$ cat src/design/cdte_pkg.sv
// ----------------------------------------------------------------------------
// cdte_pkg
// Shared constants and controller/datapath command and status types for the
// crossing-retimed dual-tap echo.
// ----------------------------------------------------------------------------
package cdte_pkg;

    localparam int MEMORY_DEPTH_DEF = 65536;
    localparam int SAMPLE_BITS_DEF  = 16;
    localparam int ENTRY_BITS_DEF   = 24;

    localparam int CFG_ADDR_BITS = 3;
    localparam int CFG_DATA_BITS = 20;

    localparam logic [CFG_ADDR_BITS-1:0] REG_DECAY_GAIN   = 3'd0;
    localparam logic [CFG_ADDR_BITS-1:0] REG_TAP_STEP     = 3'd1;
    localparam logic [CFG_ADDR_BITS-1:0] REG_SECOND_WRAP  = 3'd2;
    localparam logic [CFG_ADDR_BITS-1:0] REG_CROSS_LEVEL  = 3'd3;
    localparam logic [CFG_ADDR_BITS-1:0] REG_WET_MIX      = 3'd4;
    localparam logic [CFG_ADDR_BITS-1:0] REG_OUT_VOLUME   = 3'd5;

    localparam int COUNTER_WRAP_OFFSET = 13;
    localparam int RETIME_OFFSET       = 12;

    typedef struct packed {
        logic clear_step;
        logic start;
        logic read_first;
        logic write_first;
        logic advance;
        logic read_second;
        logic write_second;
        logic read_new;
        logic write_new;
        logic mix_a;
        logic mix_b;
        logic finish;
    } cdte_cmd_t;

    typedef struct packed {
        logic clear_done;
    } cdte_status_t;

endpackage

$ cat src/design/cdte_controller.sv
// ----------------------------------------------------------------------------
// cdte_controller
// Sequences one sample at a time through the datapath and runs the input and output handshakes.
// ----------------------------------------------------------------------------
module cdte_controller (
    input  logic                   clk,
    input  logic                   rst_n,
    input  logic                   in_valid,
    output logic                   in_stall,
    output logic                   out_valid,
    input  logic                   out_stall,
    input  cdte_pkg::cdte_status_t status,
    output cdte_pkg::cdte_cmd_t    cmd
);

    typedef enum logic [3:0] {
        S_CLEAR, S_IDLE, S_RD1, S_WR1, S_ADV, S_RD2, S_WR2, S_RDN, S_WRN, S_MIXB,
        S_FIN, S_OUT
    } state_t;

    state_t state_reg;
    state_t state_next;
    logic   out_valid_reg;
    logic   out_valid_next;
    logic   accept;

    assign accept    = in_valid && !in_stall;
    assign in_stall  = (state_reg != S_IDLE);
    assign out_valid = out_valid_reg;

    always_comb
    begin
        cmd = '0;
        state_next = state_reg;
        out_valid_next = out_valid_reg;
        cmd.clear_step = (state_reg == S_CLEAR);
        case (state_reg)
            S_CLEAR: if (status.clear_done) state_next = S_IDLE;
            S_IDLE:
            begin
                if (accept)
                begin
                    cmd.start = 1'b1;
                    state_next = S_RD1;
                end
            end
            S_RD1: begin cmd.read_first = 1'b1; state_next = S_WR1; end
            S_WR1: begin cmd.write_first = 1'b1; state_next = S_ADV; end
            S_ADV: begin cmd.advance = 1'b1; state_next = S_RD2; end
            S_RD2: begin cmd.read_second = 1'b1; state_next = S_WR2; end
            S_WR2: begin cmd.write_second = 1'b1; state_next = S_RDN; end
            S_RDN: begin cmd.read_new = 1'b1; cmd.mix_a = 1'b1; state_next = S_WRN; end
            S_WRN: begin cmd.write_new = 1'b1; state_next = S_MIXB; end
            S_MIXB: begin cmd.mix_b = 1'b1; state_next = S_FIN; end
            S_FIN:
            begin
                if (!out_valid_reg || !out_stall)
                begin
                    cmd.finish = 1'b1;
                    out_valid_next = 1'b1;
                    state_next = S_IDLE;
                end
            end
            default: state_next = S_IDLE;
        endcase
        if (out_valid_reg && !out_stall && !cmd.finish)
            out_valid_next = 1'b0;
    end

    always_ff @(posedge clk or negedge rst_n)
    begin
        if (!rst_n)
        begin
            state_reg <= S_CLEAR;
            out_valid_reg <= 1'b0;
        end
        else
        begin
            state_reg <= state_next;
            out_valid_reg <= out_valid_next;
        end
    end

endmodule

$ cat config.mk
export PLATFORM = sky130hd
export DESIGN_NAME = cdte_controller
export DESIGN_NICKNAME = d
export VERILOG_FILES = /design/src/design/cdte_pkg.sv /design/src/design/cdte_controller.sv
export SDC_FILE = /design/constraint.sdc
export NUM_CORES = 1
export LEC_CHECK = 0
export BUFFER_PORTS_ARGS = -buffer_cell sky130_fd_sc_hd__buf_2
export CAP_MARGIN = 40
export CORE_AREA = 2 2 39 41
export DETAILED_ROUTE_END_ITERATION = 10
export DIE_AREA = 0 0 41 43
export PLACE_DENSITY_LB_ADDON = 0.25
export SLEW_MARGIN = 20
export SYNTH_ARGS = -nofsm -noshare
export SYNTH_HDL_FRONTEND = slang
export SYNTH_SLANG_ARGS = --single-unit
$ cat constraint.sdc
create_clock -name clk -period 2.67 [get_ports clk]
set_input_delay 0.534 -clock clk [delete_from_list [all_inputs] [get_ports clk]]
set_output_delay 0.534 -clock clk [all_outputs]
set_load 0.01 [all_outputs]
==> impl_metrics.ini, run 1 <==
[run_status]
status = completed

[critical_path]
end_kind = primary output
arrival_ns = 1.31
crit_path_start_kind = register
ff2ff_path_depth = 2
rrSetupSlack_ns = 1.41
rr_startpoint = state_reg[1]
crit_path_start = state_reg[3]
cp.required_ns = 2.14
path_class = reg -> out
critPathMaxFanout = 13
r2r-end = state_reg[0]

[power]
clkPwrFrac_pct = 15.7
netSwitchingFraction_pct = 46.1
power_frac_seq_pct = 35.2
p_switching_w = 0.000255
vdd_drop_max_mv = 0.416
p_leak_nw = 0.245
intPower_w = 0.000299
comb_power_share_pct = 49.1
powerDensity_mw_per_mm2 = 1210

[grt]
gr-total-overflow = 0
track_usage_pct = 10.8
grt_pass1_vias = 281
grt_max_degree = 14
antenna_found_initial = 0
grt_pass1_wl_mm = 1.21

[sta]
rsz0062_at_grt = no
fmax_ghz = 0.541
setup_violations = 0
min_period_ns = 1.85
hold_viol_final = 0
slew_viol_final = 0
fin_worst_skew_ns = 0.00316
fin_tns_setup_ns = 0
slew_headroom_pct = 76.2
setup_ws_ns = 0.822
tightest_slew_ns = 0.357
finalCritPeriodShare_pct = 69.2

[layout]
diodes = 0
final_nets = 68
largest_reg_flops = 4
fillCellCount = 155
drive_gt1_share_pct = 33.9
syn2layout_area_growth_pct = 30.2

[synth]
synthCells = 45
synth_seq_cells = 5
ys.flop_type = dfrtp_1
synth_fa_ha_area_share_pct = 0
ys_seq_area_share_pct = 35.6
syn_nets = 50
yosys.area_share.simple_pct = 37.4
avgSynthCellArea_um2 = 7.81
synth_async_sr_flop_share_pct = 100
synth-xor-area-share_pct = 2.49
synth_mux_area_share_pct = 0
synthDominantCellAreaShare_pct = 35.6
synth.area.top_cells = dfrtp_1 36%, nor2_1 7.5%, nor3_1 7.1%
synth_edf_count = 0
synth_area_um2 = 352
synth_top_cell_by_area = dfrtp_1
yosysMostFrequentCell = nor2_1
synth_top_family_by_area = simple AND/OR/NAND/NOR gates
synth_compound_area_share_pct = 14.9
synth_commonest_cells = 7 x nor2_1, 5 x dfrtp_1, 5 x nor3_1
ys_types = 23
yosys_warnings = 0

[floorplanning]
fp-row-count = 14
floorplan.initialDensity_pct = 25.4
io_pins = 19
die-area_mm2 = 0.00176
coreArea_mm2 = 0.00138
fp.dieW_um = 41
die_h_um = 43

[placed_design]
globalplace.congestion = 0.723
dp_hpwl_um = 569
portBuffers = 18
pre_cts_slack_ns = 1.06

[clock_network]
cts_hold_buf = 0
h-tree-depth = 1
cts.sink_count = 5
numCtsBuffers = 3
cts_setup_buffers = 0
clk_latency_ns = 0.24
cts_tree = yes
clk_pin_slew_ns = 0.04
root_buffer = clkbuf_4
cts_buffer_depth = 2
cts.repair.resized = 0

[route]
vias_per_cell = 4.63
ant_nets = 0
avgRoutedWirePerCell_um = 10.1
drc = 0
vias = 361
wl_um = 788
drt-initial-drc-count = 7
drt_pass1_iterations = 4

[run]
max_cap_viol_count = 0

[min_path]
holdCritPathClass = in -> async
[power groups by stage]
stage | logic, W | clock network, W | registers (W)
2_1_floorplan | 0.000274 | 0 | 0.000128
3_3_place_gp | 0.000274 | 0 | 0.000196
3_5_place_dp | 0.000273 | 0 | 0.000199
4_1_cts | 0.000274 | 0.0000926 | 0.000198
5_1_grt | 0.000307 | 0.0000952 | 0.000209
6_report | 0.000272 | 0.0000867 | 0.000195
[cells by family (layout without fill, tap and decap cells)]
| group | after synthesis | in the layout |
|---|---|---|
| AO/OA/AOI/OAI | 8 | 8 |
| AND/OR/NAND/NOR | 25 | 25 |
| buffers and inverters | 6 | 23 |
| flip-flops | 5 | 5 |
| XOR/XNOR | 1 | 1 |
[area by class of cell]
| cell class | count | area [um^2] | share of cell area (%) |
|---|---|---|---|
| multi-input cells | 34 | 193 | 42.1 |
| flip-flops and latches | 5 | 125 | 27.3 |
| repair buffers | 18 | 90.1 | 19.7 |
| clock buffers | 4 | 26.3 | 5.74 |
| well taps | 16 | 20.0 | 4.37 |
| inverters | 1 | 3.75 | 0.820 |
[worst max-delay path by stage]
stage,end,depth (start not counted)
floorplan,cmd[4],4
global placement,cmd[9],3
detailed placement,cmd[9],3
CTS,cmd[9],3
global route,cmd[7],3
finish,cmd[7],3
[through the flow]
| stage | util [%] | total power, W | area [um^2] | cells | hold WS, ns |
|---|---|---|---|---|---|
| final | 33.1 | 0.000553 | 458 | 78 | 0.100 |
| after detailed placement | 31.2 | 0.000472 | 432 | 74 | 0.354 |
| after global routing | 33.1 | 0.000611 | 458 | 78 | 0.0999 |
| after CTS | 33.1 | 0.000565 | 458 | 78 | 0.0906 |
| after floorplan | - | 0.000402 | 352 | 45 | 0.238 |
| after global placement | 31.2 | 0.000470 | 432 | 74 | 0.356 |
[cells in the final DEF (no fill, tap or decap)]
cell	netlist	layout
a21oi_1	2	2
a2bb2oi_1	1	1
a31oi_1	1	1
and2b_1	1	1
and3_1	1	1
buf_2	0	18
clkbuf_1	3	1
clkbuf_4	0	3
dfrtp_1	5	5
inv_1	1	1
nand2_1	4	4
nand2b_1	3	3
nand4bb_1	1	1
nor2_1	7	7
nor3_1	5	5
nor4_1	1	1
o21a_1	1	1
o21ai_0	1	1
o22ai_1	1	1
o2bb2ai_1	1	1
or2b_1	1	1
or4_1	1	1
xor2_1	1	1
[routing by layer]
layer | track usage (%) | up-vias | share of wire [%]
met5 | 0 | - | 0
met4 | 12.0 | 0 | 2.8
met3 | 3.14 | 2 | 8.1
met2 | 11.6 | 16 | 40
met1 | 14.9 | 157 | 49
li1 | - | 186 | -
[critical path, cell delays in order, from the launching register on]
cell and delay, ns:
dfrtp_1 0.50, nand2b_1 0.27, nor3_1 0.15, buf_2 0.15
Power figures use the tool's default switching activity.
==> run 2: changes to the inputs <==
clock period = 1.7 ns   (was 2.67 ns; I/O delays follow)
==> impl_metrics.ini, run 2 (synthesis gave the netlist of run 1 again) <==
[critical_path]
crit_slowest_cell = dfrtp_2
arrival_ns = 1.27
max_stage_delay_ns = 0.47
ff2ff_path_depth = 2
worstSetupPathDepth = 3
crit_path_start = state_reg[0]
crit_buf_inv = 1
crit_path_start_kind = register
rr_startpoint = state_reg[1]
critPathMaxFanout = 10
end_kind = primary output
cpLargestDelayFamily = flip-flops
cp_cell_sequence = or2b_1, nor3_1, buf_2
cp.required_ns = 1.36
path_class = reg -> out

[sta]
slew_viol_final = 0
hold_viol_final = 0
finalCritPeriodShare_pct = 94.7
setup_violations = 0
rsz0062_at_grt = yes
fin_tns_setup_ns = 0
setup_ws_ns = 0.0898
min_period_ns = 1.61
fmax_ghz = 0.621
fin_worst_skew_ns = 0.00247
slew_headroom_pct = 83.5
tightest_slew_ns = 0.246

[power]
vdd_drop_max_mv = 0.764
powerDensity_mw_per_mm2 = 1880
p_leak_nw = 0.245
p_total_w = 0.000906

[floorplanning]
fp.dieW_um = 41
coreArea_mm2 = 0.00138
floorplan.initialDensity_pct = 25.4
die-area_mm2 = 0.00176
die_h_um = 43
fp-row-count = 14
io_pins = 19

[grt]
grt_pass1_wl_mm = 1.23
gr-total-overflow = 0
grt_pass1_vias = 278
antenna_found_initial = 0
track_usage_pct = 10.9
grt_max_degree = 14

[clock_network]
cts.sink_count = 5
cts_buffer_depth = 2
h-tree-depth = 1
cts_tree = yes
numCtsBuffers = 3
root_buffer = clkbuf_4
clk_pin_slew_ns = 0.04
clk_latency_ns = 0.24

[layout]
final_nets = 69
largest_reg_flops = 4
fillCellCount = 156
syn2layout_area_growth_pct = 37.0
diodes = 0
final_cell_mix = 18 x buf_2, 7 x nor2_1, 5 x nor3_1
final_common_cell = buf_2
drive_gt1_share_pct = 42.9

[placed_design]
pre_cts_slack_ns = 0.288
portBuffers = 18
dp_hpwl_um = 568
globalplace.congestion = 0.723

[min_path]
min-delay-start = in_valid
holdCritPathClass = in -> reg
hold_path_depth = 3

[route]
drt-initial-drc-count = 5
ant_nets = 0
vias = 369
avgRoutedWirePerCell_um = 10.6
vias_per_cell = 4.67
drt_pass1_iterations = 3
wl_um = 835
drc = 0

[run_status]
status = completed

[run]
max_cap_viol_count = 0
## run 2: changes by cell type in the layout (fill, tap and decap cells not counted), sizes merged
cell | previous run | this run
dlygate4sd3 | 0 | 1
## run 2: where the power goes
part | total [W] | internal (W) | switching (W) | leakage [nW]
registers | 0.000331 | 0.000183 | 0.000149 | 0.0587
logic | 0.000439 | 0.000220 | 0.000219 | 0.172
clock network | 0.000136 | 0.0000886 | 0.0000470 | 0.0150
## run 2: layout make-up
class	count	area [um^2]	share of cell area [%]
sequential	5	130	27.0
inverter	1	3.75	0.779
tap	16	20.0	4.16
timing repair buffer	19	100	20.8
clock buffer	4	26.3	5.45
multi-input combinational	34	201	41.8
## run 2: metrics by stage
step,util (%),cell area (um^2),std cells,hold WS (ns)
after floorplan,-,352,45,0.0444
after global placement,31.2,432,74,0.162
after detailed placement,31.2,432,74,0.161
after CTS,33.8,468,79,0.388
after global routing,34.8,482,79,0.413
final,34.8,482,79,0.395
## run 2: routing by layer
metal | track usage (%) | part of all wire [%]
met1 | 15.3 | 51
met2 | 11.6 | 38
met3 | 3.14 | 7.7
met4 | 12.0 | 2.6
met5 | 0 | 0
## run 2: path summary, 6_finish.rpt
check	endpoint	slack, ns
setup reg to reg	state_reg[0]	0.45
hold / removal	state_reg[0]	0.39
hold reg to reg	out_valid	0.59
min in group asynchronous	state_reg[0]	0.45
max in group asynchronous	state_reg[3]	1.11
setup / recovery	cmd[9]	0.09
## run 2: worst min-delay path, stage by stage
cell     delay (ns)
buf_2          0.09
or4_1          0.09
a31oi_1        0.07
## run 2: repair_timing
item / 4_1_cts / 5_1_grt
setup buffers: 0 / 0
gates resized for setup: 0 / 6
hold endpoints to repair: 5 / 0
hold buffers: 1 / 0
setup endpoints to repair: 0 / 7
